$ cat src/rtl/core/sclru_pkg.sv
// Shared constants for the set-associative LRU tag lookup.
package sclru_pkg;

  // Fixed field widths of the access and result words
  localparam int unsigned ADDR_W = 48;
  localparam int unsigned CNT_W  = 32;
  localparam logic [CNT_W-1:0] CNT_MAX = {CNT_W{1'b1}};

  // Decoupling queue between the front and the back
  localparam int unsigned QUEUE_DEPTH = 2;
  localparam int unsigned QPTR_W      = $clog2(QUEUE_DEPTH);
  localparam int unsigned QCNT_W      = $clog2(QUEUE_DEPTH + 1);

  // Back-end sequencer states
  typedef enum logic [1:0] {
    S_READ = 2'b01,
    S_EVAL = 2'b10
  } back_state_e;

endpackage

$ cat src/rtl/core/sclru_queue.sv
// Short FIFO that decouples the decode front end from the lookup back end.
module sclru_queue #(
  parameter int unsigned DATA_W = 30
) (
  input  logic              clk_i,
  input  logic              rst_ni,
  input  logic              push_valid_i,
  output logic              push_ready_o,
  input  logic [DATA_W-1:0] push_data_i,
  output logic              pop_valid_o,
  input  logic              pop_i,
  output logic [DATA_W-1:0] pop_data_o
);
  import sclru_pkg::*;

  logic [DATA_W-1:0] entry_q [QUEUE_DEPTH];
  logic [QPTR_W-1:0] wr_ptr_q, wr_ptr_d;
  logic [QPTR_W-1:0] rd_ptr_q, rd_ptr_d;
  logic [QCNT_W-1:0] count_q, count_d;
  logic              push, pop;

  assign push_ready_o = (count_q != QCNT_W'(QUEUE_DEPTH));
  assign pop_valid_o  = (count_q != '0);
  assign pop_data_o   = entry_q[rd_ptr_q];
  assign push         = push_valid_i && push_ready_o;
  assign pop          = pop_i && pop_valid_o;

  // Advance pointers and occupancy
  always_comb begin
    wr_ptr_d = wr_ptr_q;
    rd_ptr_d = rd_ptr_q;
    count_d  = count_q;
    if (push) begin
      wr_ptr_d = (wr_ptr_q == QPTR_W'(QUEUE_DEPTH - 1)) ? '0 : wr_ptr_q + 1'b1;
    end
    if (pop) begin
      rd_ptr_d = (rd_ptr_q == QPTR_W'(QUEUE_DEPTH - 1)) ? '0 : rd_ptr_q + 1'b1;
    end
    if (push && !pop) begin
      count_d = count_q + 1'b1;
    end else if (pop && !push) begin
      count_d = count_q - 1'b1;
    end
  end

  always_ff @(posedge clk_i or negedge rst_ni) begin
    if (!rst_ni) begin
      wr_ptr_q <= '0;
      rd_ptr_q <= '0;
      count_q  <= '0;
    end else begin
      wr_ptr_q <= wr_ptr_d;
      rd_ptr_q <= rd_ptr_d;
      count_q  <= count_d;
    end
  end

  // Store the incoming word
  always_ff @(posedge clk_i) begin
    if (push) begin
      entry_q[wr_ptr_q] <= push_data_i;
    end
  end

endmodule

$ cat config.mk
export PLATFORM = sky130hd
export DESIGN_NAME = sclru_queue
export DESIGN_NICKNAME = d
export VERILOG_FILES = /design/src/rtl/core/sclru_pkg.sv /design/src/rtl/core/sclru_queue.sv
export SDC_FILE = /design/constraint.sdc
export NUM_CORES = 1
export LEC_CHECK = 0
export BUFFER_PORTS_ARGS = -buffer_cell sky130_fd_sc_hd__buf_4
export CORE_MARGIN = 2
export CORE_UTILIZATION = 30
export DETAILED_ROUTE_END_ITERATION = 12
export GPL_TIMING_DRIVEN = 0
export PLACE_DENSITY = 0.64
export SYNTH_ARGS = -nofsm -noshare
export SYNTH_HDL_FRONTEND = slang
export SYNTH_SLANG_ARGS = --single-unit
$ cat constraint.sdc
create_clock -name clk_i -period 2.3 [get_ports clk_i]
set_input_delay 0.345 -clock clk_i [delete_from_list [all_inputs] [get_ports clk_i]]
set_output_delay 0.345 -clock clk_i [all_outputs]
set_load 0.01 [all_outputs]
# Word-level counts from Yosys, hierarchy flattened
# Memories as Yosys holds them, arrays and structs flattened.
# Cells that the tools add are included.
# op_classes
n_addsub	4
n_eq_ne	1
n_mux	6
reduce_logical	8
# ops
cell	count
1-bit logical AND	4
1-bit two-way mux	4
2-bit two-way mux	2
2-bit nonzero test	2
1-bit adder (second input constant)	2
2-bit by 1-bit adder with 2-bit output (second input constant)	1
1-bit zero test	2
2-bit != test (second input constant)	1
2-bit by 1-bit subtractor with 2-bit output (second input constant)	1
# totals
register_bits	4
mem_bits_rw	60
in_bits	34
output_inout_bits	32
mem_count	1
# mem_list
name	words	word_bits	read_ports	rd_clocked_by_memory_dff	write_ports	line	text
entry_q	2	30	1	0	1	sclru_queue.sv:16	logic [DATA_W-1:0] entry_q [QUEUE_DEPTH];

# Logic depth before layout (Yosys ltp)
# depth
depth_word	6
depth_mapped	7
depth_no_buf	7

# Least setup slack after synthesis
# OpenSTA, ideal clock, no wires.
# synth_path
path_type	register -> register
from	register count_q[0]
to	memory entry_q[0][0] (enable)
setup_ps	417
t_arrival_ps	1924
path_slack_ps	-41
path_stages_with_launch	4
n_path_buf	0
cell_sequence	dfrtp_1 nand2b_4 nand2_1 nor2_1
# synth_via
elab_chain_cells	4
# synth_lines
item	line	text
start, declared	sclru_queue.sv:19	logic [QCNT_W-1:0] count_q, count_d;
start signal, assigned	sclru_queue.sv:54	count_q <= count_d;
2-bit != test	sclru_queue.sv:22	assign push_ready_o = (count_q != QCNT_W'(QUEUE_DEPTH));
named net push_ready_o	sclru_queue.sv:8	output logic push_ready_o,
1-bit logical AND	sclru_queue.sv:25	assign push = push_valid_i && push_ready_o;
1-bit two-way mux	sclru_queue.sv:60	if (push) begin
1-bit two-way mux (implied by the code)	sclru_queue.sv:61	entry_q[wr_ptr_q] <= push_data_i;
end, declared	sclru_queue.sv:16	
# The timed path passes the listed nets, and every way through them passes these cells.

# Final worst setup path
# layout_path
from	register rd_ptr_q
to	output port pop_data_o[4]
# layout_via
elab_chain_cells	1
# layout_lines
item	line	text
start, declared	sclru_queue.sv:18	logic [QPTR_W-1:0] rd_ptr_q, rd_ptr_d;
start signal, assigned	sclru_queue.sv:53	rd_ptr_q <= rd_ptr_d;
memory read 2 x 30 bit	--	
end, declared	sclru_queue.sv:12	output logic [DATA_W-1:0] pop_data_o
# No other way between the ends.

==> results by group <==
Status
  • Status: complete, no violations

Floorplan
  • Die height: 93.2 µm
  • Die Area: 8680 µm²
  • Core ar.: 7730 µm²
  • Boundary pin count: 66
  • FP Rows: 32
  • Initial core utilization: 30.9%
  • Die Wd: 93.2 µm

Timing
  • Rel. slew slack: 50.3%
  • Final hold vios: 0
  • RSZ-0062 raised after global routing: no
  • Final setup fails: 0
  • Slew @ Worst Pin: 0.745 ns
  • Final min period: 1.81 ns
  • WHS: 0.198 ns
  • Fin crit share: 78.6%
  • Worst Slack Setup Final: 0.493 ns
  • Setup TNS: 0 ns
  • Final Max Tran Viols: 0
  • Clk_skew: 0.0114 ns
  • Fmax: 553 MHz

Power
  • Comb pwr share: 34.8%
  • Switching Power: 1.11 mW
  • Leak: 1.22 nW
  • Total Power: 3.95 mW
  • Seq pwr share: 42.9%
  • Peak supply drop: 849 µV
  • Power Density: 1230 nW/µm²
  • Clock group share of total power: 22.3%
  • Sw Share: 28.1%
  • Internal power: 2.84 mW

Synth
  • Synth Register Bits: 64
  • Area contributors post-synth: edfxtp_1, mux2_2, dfrtp_1
  • Xor-xnor portion of the synthesized cell area: 1.84%
  • Synth Area in Adders: 0.525%
  • Top-area cell type share of the netlist area: 75.6%
  • Syn avg cell area: 21.5 µm²
  • Mapped Cells: 111
  • Yosys cell types: 14
  • Post-Syn Area: 2380 µm²
  • Post-synth top area cell: edfxtp_1
  • Sequential area share after synthesis: 79.7%
  • Compound-Gate Fraction of Synth Area: 0%
  • Synth Net Count: 146
  • Simple-gate share of the synthesized area: 2.15%
  • Largest family of logic cells by synthesized area: multiplexers
  • Yosys warning count: 0
  • Multiplexer share of the synthesized area: 14.2%

Clock network
  • Clock Path Buffers: 2
  • Clock Pin Slew Worst Setup and Hold Paths: 0.07 ns
  • TritonCTS Buffers: 9
  • CTS Root Cell: clkbuf_8
  • CTS tree: yes
  • CTS resizes: 0
  • Worst-Skew Late Latency: 0.33 ns
  • Total clock sinks: 64
  • CTS HTree Levels: 3

Drt
  • Total wire length: 4.18 mm
  • DRT iter0 DRCs: 23
  • Routed vias/inst: 4.15
  • Pre-Repair DR Iteration Count: 4
  • Via count: 1228
  • WL/cell: 14.1 µm
  • Drc violations: 0
  • DRT antenna net count: 0

Layout
  • Layout Cells excl Fill: 296
  • Fraction of layout cells with a size suffix above 1: 59.8%
  • Diodes inserted: 0
  • Final Core Density: 41.7%
  • Final instance area: 3230 µm²
  • Synth-to-Final Area Change: 35.3%
  • Total Nets Final: 224

Place
  • GPL Wtd Cong: 0.660
  • Port bufs: 65
  • DP HPWL: 2.78 mm
  • Placed inst area: 3040 µm²
  • Placed insts: 279
  • Post-Place Worst Slack: 0.570 ns

Critical path
  • CP required: 1.96 ns
  • Critical Path AT: 1.46 ns
  • Largest fanout on the critical path: 10
  • Worst setup EP type: output pin
  • R2R cell count: 4
  • Flop-to-flop setup slack: 0.60 ns
  • Startpoint Class: flop
  • Kind of critical path: reg -> out

Min path
  • Hold Crit Depth: 1
  • Worst hold path class: in -> reg

Global route
  • Number of global-route vias before repair: 1361
  • Tot GR Track Use: 10.3%
  • GR Overflow Total: 0
  • Largest net degree at the start of global routing: 31
  • Antenna violations before repair: 0
  • First-pass GRT wire length: 6.47 mm

Job
  • Max-Cap Viols: 0
## cell type report
type | count | area (µm²)
inverters | 1 | 3.75
plain buffers | 3 | 33.8
clock inverters | 5 | 47.5
multi-input cells | 43 | 454
repair buffers | 67 | 526
fillers | 717 | 4500
flip-flops and latches | 64 | 1900
clock buffers | 11 | 131
well taps | 102 | 128
## path summary, 6_finish.rpt
check / start / to
max in group asynchronous: rst_ni / rd_ptr_q
min: push_data_i[29] / entry_q[0][29]
max: rd_ptr_q / pop_data_o[4]
max reg2reg: count_q[0] / entry_q[0][22]
min in group asynchronous: rst_ni / wr_ptr_q
min reg2reg: wr_ptr_q / wr_ptr_q
## layout by cell type, fill, tap and decap left out, drive strengths merged
master,instances
and3,1
buf,69
bufinv,1
clkbuf,11
clkinv,4
dfrtp,4
dlygate4sd3,1
edfxtp,60
ha,1
inv,1
mux2,30
nand2,2
nand2b,1
nor2,2
or2,1
xnor2,3
xor2,2
## worst max-delay path: stages, from the launching register on
cell and delay (ns):
dfrtp_1 0.45, buf_6 0.19, mux2_2 0.35, buf_4 0.14
## power by group through the flow
stage / Sequential (mW) / Combinational [mW] / Clock, mW
2_1_floorplan: 1.70 / 0.798 / 0
3_3_place_gp: 1.72 / 1.36 / 0
3_5_place_dp: 1.73 / 1.42 / 0
4_1_cts: 1.70 / 1.43 / 0.917
5_1_grt: 1.72 / 1.50 / 0.968
6_report: 1.70 / 1.38 / 0.880
## logic make-up after synthesis
family	Yosys count
XOR/XNOR	5
flip-flops	64
buffers and inverters	4
multiplexers	30
AND/OR/NAND/NOR	7
adder cells (fa/ha/maj)	1
## per-layer routing
layer  GRT usage (%)  part of all wire, %  vias to the layer above
met1            11.2                   38                      594
met3            2.66                  4.0                        7
met2            17.5                   55                       40
met4            7.35                  2.2                        0
li1                -                    -                      587
met5               0                    0                        -
## cell usage after synthesis
master,n
edfxtp_1,60
mux2_2,30
dfrtp_1,4
buf_6,3
xnor2_1,3
nor2_1,2
xor2_1,2
and3_1,1
ha_1,1
inv_1,1
nand2_1,1
nand2_4,1
nand2b_4,1
or2_4,1
## registers in the layout, indices dropped and copies added (netlist names)
register,cells
rd_ptr_q,1
entry_q,60
count_q,2
wr_ptr_q,1
## repair_timing
| action | in CTS | in global routing |
|---|---|---|
| buffers inserted | 0 | 0 |
| hold buffers | 1 | 0 |
| endpoints found under the hold margin | 4 | 0 |
Power figures use the tool's default switching activity.
